### src/hdl/tcs_pkg.sv
// Shared types, constants and the tricube weight table for the grid smoother.
`default_nettype none
package tcs_pkg;

    localparam int MAX_COLS      = 64;
    localparam int MAX_ROWS      = 64;
    localparam int VALUE_BITS    = 32;
    localparam int WTD           = 256;
    localparam int COL_BITS      = $clog2(MAX_COLS);
    localparam int ROW_BITS      = $clog2(MAX_ROWS);
    localparam int GRID_DEPTH    = MAX_COLS * MAX_ROWS;
    localparam int CELL_BITS     = VALUE_BITS + 1;
    localparam int WIDX_BITS     = $clog2(WTD);
    localparam int W_BITS        = 17;
    localparam int ACC_BITS      = 64;
    localparam int WSUM_BITS     = 30;
    localparam int CNT_BITS      = 6;
    localparam int CFG_ADDR_BITS = 5;

    localparam logic [W_BITS-1:0]   Q_ONE  = W_BITS'(65536);
    localparam logic [CNT_BITS-1:0] CNT_WT = CNT_BITS'(WIDX_BITS - 1);
    localparam logic [CNT_BITS-1:0] CNT_Q  = CNT_BITS'(ACC_BITS - 1);

    typedef logic [W_BITS-1:0] t_wtab [WTD];

    function automatic t_wtab build_wtab();
        t_wtab tab;
        longint unsigned q, c, tt, x, r, b;
        for (int i = 0; i < WTD; i++) begin
            q = longint'(i) * 65536 / WTD;
            x = q << 16;
            r = 0;
            b = 64'd1 << 62;
            while (b > x) b = b >> 2;
            while (b != 0) begin
                if (x >= r + b) begin
                    x = x - (r + b);
                    r = (r >> 1) + b;
                end else begin
                    r = r >> 1;
                end
                b = b >> 2;
            end
            c = (q * r) >> 16;
            tt = 65536 - c;
            tab[i] = W_BITS'((tt * tt * tt) >> 32);
        end
        return tab;
    endfunction

    localparam t_wtab WEIGHT_TAB = build_wtab();

    typedef enum logic [3:0] {
        ST_IDLE, ST_CELL, ST_DEN, ST_ADDR, ST_MUL1, ST_MUL2, ST_DIV,
        ST_WT, ST_PROD, ST_ACC, ST_FCHK, ST_FDIV, ST_OUT
    } t_state;

    typedef enum logic [1:0] {SRC_WRITE, SRC_STORED, SRC_SMOOTH} t_src;

    typedef enum logic [2:0] {
        REG_COLS, REG_ROWS, REG_WRAP_C, REG_WRAP_R,
        REG_WL_C, REG_WL_R, REG_SMOOTH, REG_FILL
    } t_reg;

    typedef struct packed {
        logic [6:0] cols_used;
        logic [6:0] rows_used;
        logic       wrap_cols;
        logic       wrap_rows;
        logic [7:0] wl_cols;
        logic [7:0] wl_rows;
        logic       smooth_en;
        logic       fill_en;
    } t_cfg;

    typedef struct packed {
        logic load_in;
        logic cap_center;
        logic init_win;
        logic rd_nb;
        logic cap_nb;
        logic calc_num;
        logic div_step;
        logic pick_w;
        logic mult;
        logic accum;
        logic final_init;
        logic fdiv_step;
        logic out_load;
        t_src src;
    } t_cmd;

    typedef struct packed {
        logic is_query;
        logic sel;
        logic cnt_zero;
        logic win_last;
        logic wsum_zero;
        logic out_free;
    } t_stat;

endpackage
`default_nettype wire

### src/hdl/tcs_ctrl.sv
// Sequencer for write and query requests of the grid smoother.
`default_nettype none
module tcs_ctrl import tcs_pkg::*; (
    input  wire logic  i_clk,
    input  wire logic  i_rst_n,
    input  wire logic  i_in_valid,
    output logic       o_in_ready,
    input  wire t_stat i_stat,
    output t_cmd       o_cmd
);
    t_state r_state, n_state;
    t_src   r_src, n_src;

    always_ff @(posedge i_clk) begin
        if (!i_rst_n) begin
            r_state <= ST_IDLE;
            r_src   <= SRC_WRITE;
        end else begin
            r_state <= n_state;
            r_src   <= n_src;
        end
    end

    always_comb begin
        n_state    = r_state;
        n_src      = r_src;
        o_cmd      = '0;
        o_cmd.src  = r_src;
        o_in_ready = 1'b0;
        unique case (r_state)
            ST_IDLE: begin
                o_in_ready = 1'b1;
                if (i_in_valid) begin
                    o_cmd.load_in = 1'b1;
                    if (i_stat.is_query) begin
                        n_state = ST_CELL;
                    end else begin
                        n_src   = SRC_WRITE;
                        n_state = ST_OUT;
                    end
                end
            end
            ST_CELL: begin
                o_cmd.cap_center = 1'b1;
                if (i_stat.sel) begin
                    n_state = ST_DEN;
                end else begin
                    n_src   = SRC_STORED;
                    n_state = ST_OUT;
                end
            end
            ST_DEN: begin
                o_cmd.init_win = 1'b1;
                n_state = ST_ADDR;
            end
            ST_ADDR: begin
                o_cmd.rd_nb = 1'b1;
                n_state = ST_MUL1;
            end
            ST_MUL1: begin
                o_cmd.cap_nb = 1'b1;
                n_state = ST_MUL2;
            end
            ST_MUL2: begin
                o_cmd.calc_num = 1'b1;
                n_state = ST_DIV;
            end
            ST_DIV: begin
                o_cmd.div_step = 1'b1;
                if (i_stat.cnt_zero) n_state = ST_WT;
            end
            ST_WT: begin
                o_cmd.pick_w = 1'b1;
                n_state = ST_PROD;
            end
            ST_PROD: begin
                o_cmd.mult = 1'b1;
                n_state = ST_ACC;
            end
            ST_ACC: begin
                o_cmd.accum = 1'b1;
                n_state = i_stat.win_last ? ST_FCHK : ST_ADDR;
            end
            ST_FCHK: begin
                if (i_stat.wsum_zero) begin
                    n_src   = SRC_STORED;
                    n_state = ST_OUT;
                end else begin
                    o_cmd.final_init = 1'b1;
                    n_state = ST_FDIV;
                end
            end
            ST_FDIV: begin
                o_cmd.fdiv_step = 1'b1;
                if (i_stat.cnt_zero) begin
                    n_src   = SRC_SMOOTH;
                    n_state = ST_OUT;
                end
            end
            ST_OUT: begin
                if (i_stat.out_free) begin
                    o_cmd.out_load = 1'b1;
                    n_state = ST_IDLE;
                end
            end
            default: n_state = ST_IDLE;
        endcase
    end
endmodule
`default_nettype wire

### config.mk
export PLATFORM = sky130hd
export DESIGN_NAME = tcs_ctrl
export DESIGN_NICKNAME = d
export VERILOG_FILES = /design/src/hdl/tcs_pkg.sv /design/src/hdl/tcs_ctrl.sv
export SDC_FILE = /design/constraint.sdc
export NUM_CORES = 1
export LEC_CHECK = 0
export BUFFER_PORTS_ARGS = -buffer_cell sky130_fd_sc_hd__buf_2
export CAP_MARGIN = 40
export CORE_UTILIZATION = 40
export CTS_CLUSTER_SIZE = 20
export DETAILED_ROUTE_END_ITERATION = 10
export PLACE_DENSITY = 0.68
export RECOVER_POWER = 100
export SETUP_SLACK_MARGIN = 0.02
export SLEW_MARGIN = 30
export SYNTH_ARGS = -nofsm -noshare
export SYNTH_HDL_FRONTEND = slang
export SYNTH_SLANG_ARGS = --single-unit
### constraint.sdc
create_clock -name i_clk -period 1.7 [get_ports i_clk]
set_input_delay 0.34 -clock i_clk [delete_from_list [all_inputs] [get_ports i_clk]]
set_output_delay 0.34 -clock i_clk [all_outputs]
set_load 0.02 [all_outputs]
# Word-level counts from Yosys, hierarchy flattened
# Cells that the tools add are included.
[totals] register_bits=6 inputBits=9 out_inout_bits=16 wordCells=57
[classes] n_eq_ne=19 n_mux=32 reduce_logical=4
[op_table] op="$pmux W4 S13" count=1
[op_table] op="$mux W4" count=7
[op_table] op="$eq A4 B4 Y1 const B" count=5
[op_table] op="$mux W1" count=17
[op_table] op="$eq A4 B3 Y1 const B" count=4
[op_table] op="$ne A2 B2 Y1 const B" count=7
[op_table] op="$mux W2" count=5
[op_table] op="$eq A4 B2 Y1 const B" count=2
[op_table] op="$pmux W2 S4" count=1
[op_table] op="$reduce_and A6 Y1" count=1
[op_table] op="$eq A4 B1 Y1 const B" count=1
[op_table] op="$logic_not A4 Y1" count=1
[op_table] op="$reduce_and A4 Y1" count=1
[op_table] op="$reduce_bool A4 Y1" count=1
[op_table] op="$mux W3" count=1

# Logic depth before layout (Yosys ltp)
[logic_depth] ltp_word=3 depth_mapped=5 ltp_nobuf=4

# Least setup slack after synthesis
# Ideal clock, no wire load.
[synth_path] path_type="reg2out" from="reg r_state[1]" to="out o_cmd[14] (netlist name)" arrival_ps=1649 required_time_ps=1360 slack_ps=-289 stages_incl_launch_ff=5 path_buffers=1 path_cell_list="dfxtp_1 buf_2 or2_2 nor3_1 and2_1"
[synth_rtl] element="start: declaration" line="tcs_ctrl.sv:11" rtl="t_state r_state, n_state;"
[synth_rtl] element="start signal: assignment" line="tcs_ctrl.sv:19" rtl="r_state <= n_state;"
[synth_rtl] element="end: declaration" line="tcs_ctrl.sv:9" rtl="output t_cmd o_cmd"

==> impl_metrics.env <==
export IMPL_port_buffers=24
export IMPL_stdcell_count=128
export IMPL_via_per_inst=5.66
export IMPL_ctsHoldBuffers=0
export IMPL_postSynth_asyncResetShare=0
export IMPL_grt_overflow=0
export IMPL_holdWs_ns=0.436
export IMPL_slowest_delay_ns=0.37
export IMPL_ios=25
export IMPL_worstSetupStartpointType="flip-flop"
export IMPL_cts_path_max_buffers=2
export IMPL_grt_pass1_wl_mm=2.72
export IMPL_synth_seq_area_share=0.196
export IMPL_h_tree_depth=1
export IMPL_synthMuxAreaShare=0.0652
export IMPL_synthCells=86
export IMPL_antenna_cells=0
export IMPL_max_slew_worst_pin_slew_ns=0.305
export IMPL_finalHoldViolations=0
export IMPL_synthDistinctLibCells=37
export IMPL_drtIter0Drc=14
export IMPL_dr_pass1_iters=4
export IMPL_fin_area_um2=832
export IMPL_post_place_ws_ns=0.0355
export IMPL_yosys_area_share_xor_xnor=0.0143
export IMPL_vdd_ir_drop_worst_v=0.000984
export IMPL_drive_gt1_frac=0.407
export IMPL_required_ns=1.36
export IMPL_core_um2=1370
export IMPL_antenna_left=0
export IMPL_max_slew_margin=0.797
export IMPL_clk_latency_ns=0.24
export IMPL_wl_mm=1.76
export IMPL_rsz0062_at_grt="yes"
export IMPL_grt_max_degree=12
export IMPL_reg2reg_from="r_state[3]$_SDFFE_PN0P_"
export IMPL_status="finished, final reports clean"
export IMPL_grt_pass1_vias=595
export IMPL_ys_ff_latch=6
export IMPL_min_period_ns=1.64
export IMPL_finalSetupViolations=0
export IMPL_r2r_cells=4
export IMPL_syn_nets=95
export IMPL_fmax_mhz=611
export IMPL_wl_per_cell_um=13.8
export IMPL_dp_cells=125
export IMPL_final_cell_mix="11 x nor2_1, 10 x buf_2, 9 x nand2_1, 9 x buf_4, 8 x clkbuf_2"
export IMPL_hp_class="input pin to flip-flop"
export IMPL_gp_congestion=0.900
export IMPL_cp_slowest_cell="dfxtp_4"
export IMPL_hpwl_mm=1.31
export IMPL_postPlaceCellArea_um2=777
export IMPL_die_x_um=41.2
export IMPL_skew_ns=0.00318
export IMPL_final_common_cell="nor2_1"
export IMPL_final_util=0.609
export IMPL_critPathTopFamily="flip-flops"
export IMPL_reg2reg_to="r_src[0]$_SDFFE_PN0P_"
export IMPL_yosys_most_used_dff="dfxtp_1"
export IMPL_arrival_ns=1.30
export IMPL_crit_start="r_state[3]$_SDFFE_PN0P_"
export IMPL_root_buffer="clkbuf_4"
export IMPL_min_period_over_period=0.963
export IMPL_antenna_found_initial=0
export IMPL_post_cts_setup_buffer_count=0
export IMPL_synthesis_area_um2=614
export IMPL_cp_buffers_inverters=2
export IMPL_cts_tree="done"
export IMPL_rows=13
export IMPL_syn_avg_cell_area_um2=7.14
export IMPL_power_leakage_nw=0.361
export IMPL_endpoint="o_cmd[12]"
export IMPL_layout_nets=124
export IMPL_maxSlewViolCount=0
export IMPL_initial_utilization=0.450
export IMPL_cap_violations=0
export IMPL_cp_max_fo=11
export IMPL_grt_util_all_layers=0.242
export IMPL_synth_top_family_by_area="simple AND/OR/NAND/NOR gates"
export IMPL_synth_simple_gate_area_frac=0.379
export IMPL_path_depth=4
export IMPL_synth_edf_count=0
export IMPL_area_growth_pct=35.4
export IMPL_rrSetupSlack_ns=0.12
export IMPL_critPathKind="flip-flop to primary output"
export IMPL_cts_clk_slew_worst_paths_ns=0.04
export IMPL_p_per_area_nw_per_um2=1680
export IMPL_drc_errors=0
export IMPL_cts_sinks=6
export IMPL_hold_path_depth=3
export IMPL_vias=725
export IMPL_synth_compound_area_frac=0.261
export IMPL_synth_warnings=0
export IMPL_end_kind="primary output"
export IMPL_synth_fa_ha_area_frac=0
export IMPL_die_area_um2=1700
export IMPL_power_total_mw=1.40
export IMPL_dieHeight_um=41.2
export IMPL_fin_setup_tns_ns=0
export IMPL_final_setup_worst_slack_ns=0.0637
export IMPL_cts_buffers=3
export IMPL_path_cells="buf_4, nand2b_1, nor3_1, clkbuf_2"
-- worst min-delay path: stages --
cell	delay [ns]
buf_2	0.16
nand2_1	0.07
mux2i_1	0.05
-- what timing repair did --
item | CTS | global route
endpoints found under the setup margin | 13 | 10
resized for setup | 6 | 13
gates cloned | 0 | 0
-- layer usage --
layer | vias up | track usage | part of all wire
li1 | 368 | - | -
met1 | 344 | 0.367 | 0.52
met2 | 13 | 0.352 | 0.45
met3 | 0 | 0.0543 | 0.032
met4 | 0 | 0.0323 | 0
met5 | - | 0 | 0
-- final cells by class --
class	count	area, um2
Tap cell	15	18.8
Clock buffer	3	22.5
Inverter	3	11.3
Fill cell	140	534
Timing Repair Buffer	31	173
Multi-Input combinational cell	70	477
Sequential cell	6	130
-- worst min-delay path by stage --
stage,from,to
floorplan,r_src[1]$_SDFFE_PN0P_,r_src[1]$_SDFFE_PN0P_
global placement,r_src[1]$_SDFFE_PN0P_,r_src[1]$_SDFFE_PN0P_
detailed placement,r_src[1]$_SDFFE_PN0P_,r_src[1]$_SDFFE_PN0P_
CTS,i_rst_n,r_src[1]$_SDFFE_PN0P_
global route,i_rst_n,r_src[1]$_SDFFE_PN0P_
finish,i_rst_n,r_src[1]$_SDFFE_PN0P_
-- kinds of logic (layout without fill, tap and decap cells) --
kind of cell	count (synthesis)	in the layout
DFF	6	6
and+or+nand+nor	45	45
AOI/OAI and AO/OA	20	20
muxes	4	4
xor gates and xnor gates	1	1
buffers and inverters	10	37
-- sequential cells by signal, indices dropped and copies added (netlist names) --
name and cells:
r_state 4, r_src 2
-- synthesized netlist by cell type, types with 2 or more instances --
cell      instances  area (um2)
and2_1            2        12.5
nor3_1            6        30.0
dfxtp_1           6         120
a32o_1            2        20.0
nor2_1           12        45.0
buf_2             3        15.0
nor2b_1           2        12.5
nand2b_1          5        31.3
or3_1             2        12.5
a21oi_1           3        15.0
inv_1             3        11.3
clkbuf_1          2        7.51
mux2i_1           4        40.0
nand2_1           9        33.8
o21ai_0           2        10.0
or3b_2            2        17.5
-- where the power goes --
| group | internal [mW] | total (mW) | switching, mW | leakage (nW) |
|---|---|---|---|---|
| Combinational | 0.428 | 0.961 | 0.534 | 0.296 |
| Clock | 0.0795 | 0.126 | 0.0463 | 0.0138 |
| Sequential | 0.201 | 0.311 | 0.110 | 0.0512 |
| Total | 0.709 | 1.40 | 0.690 | 0.361 |
Note: power is estimated with default switching activity, not from simulation.
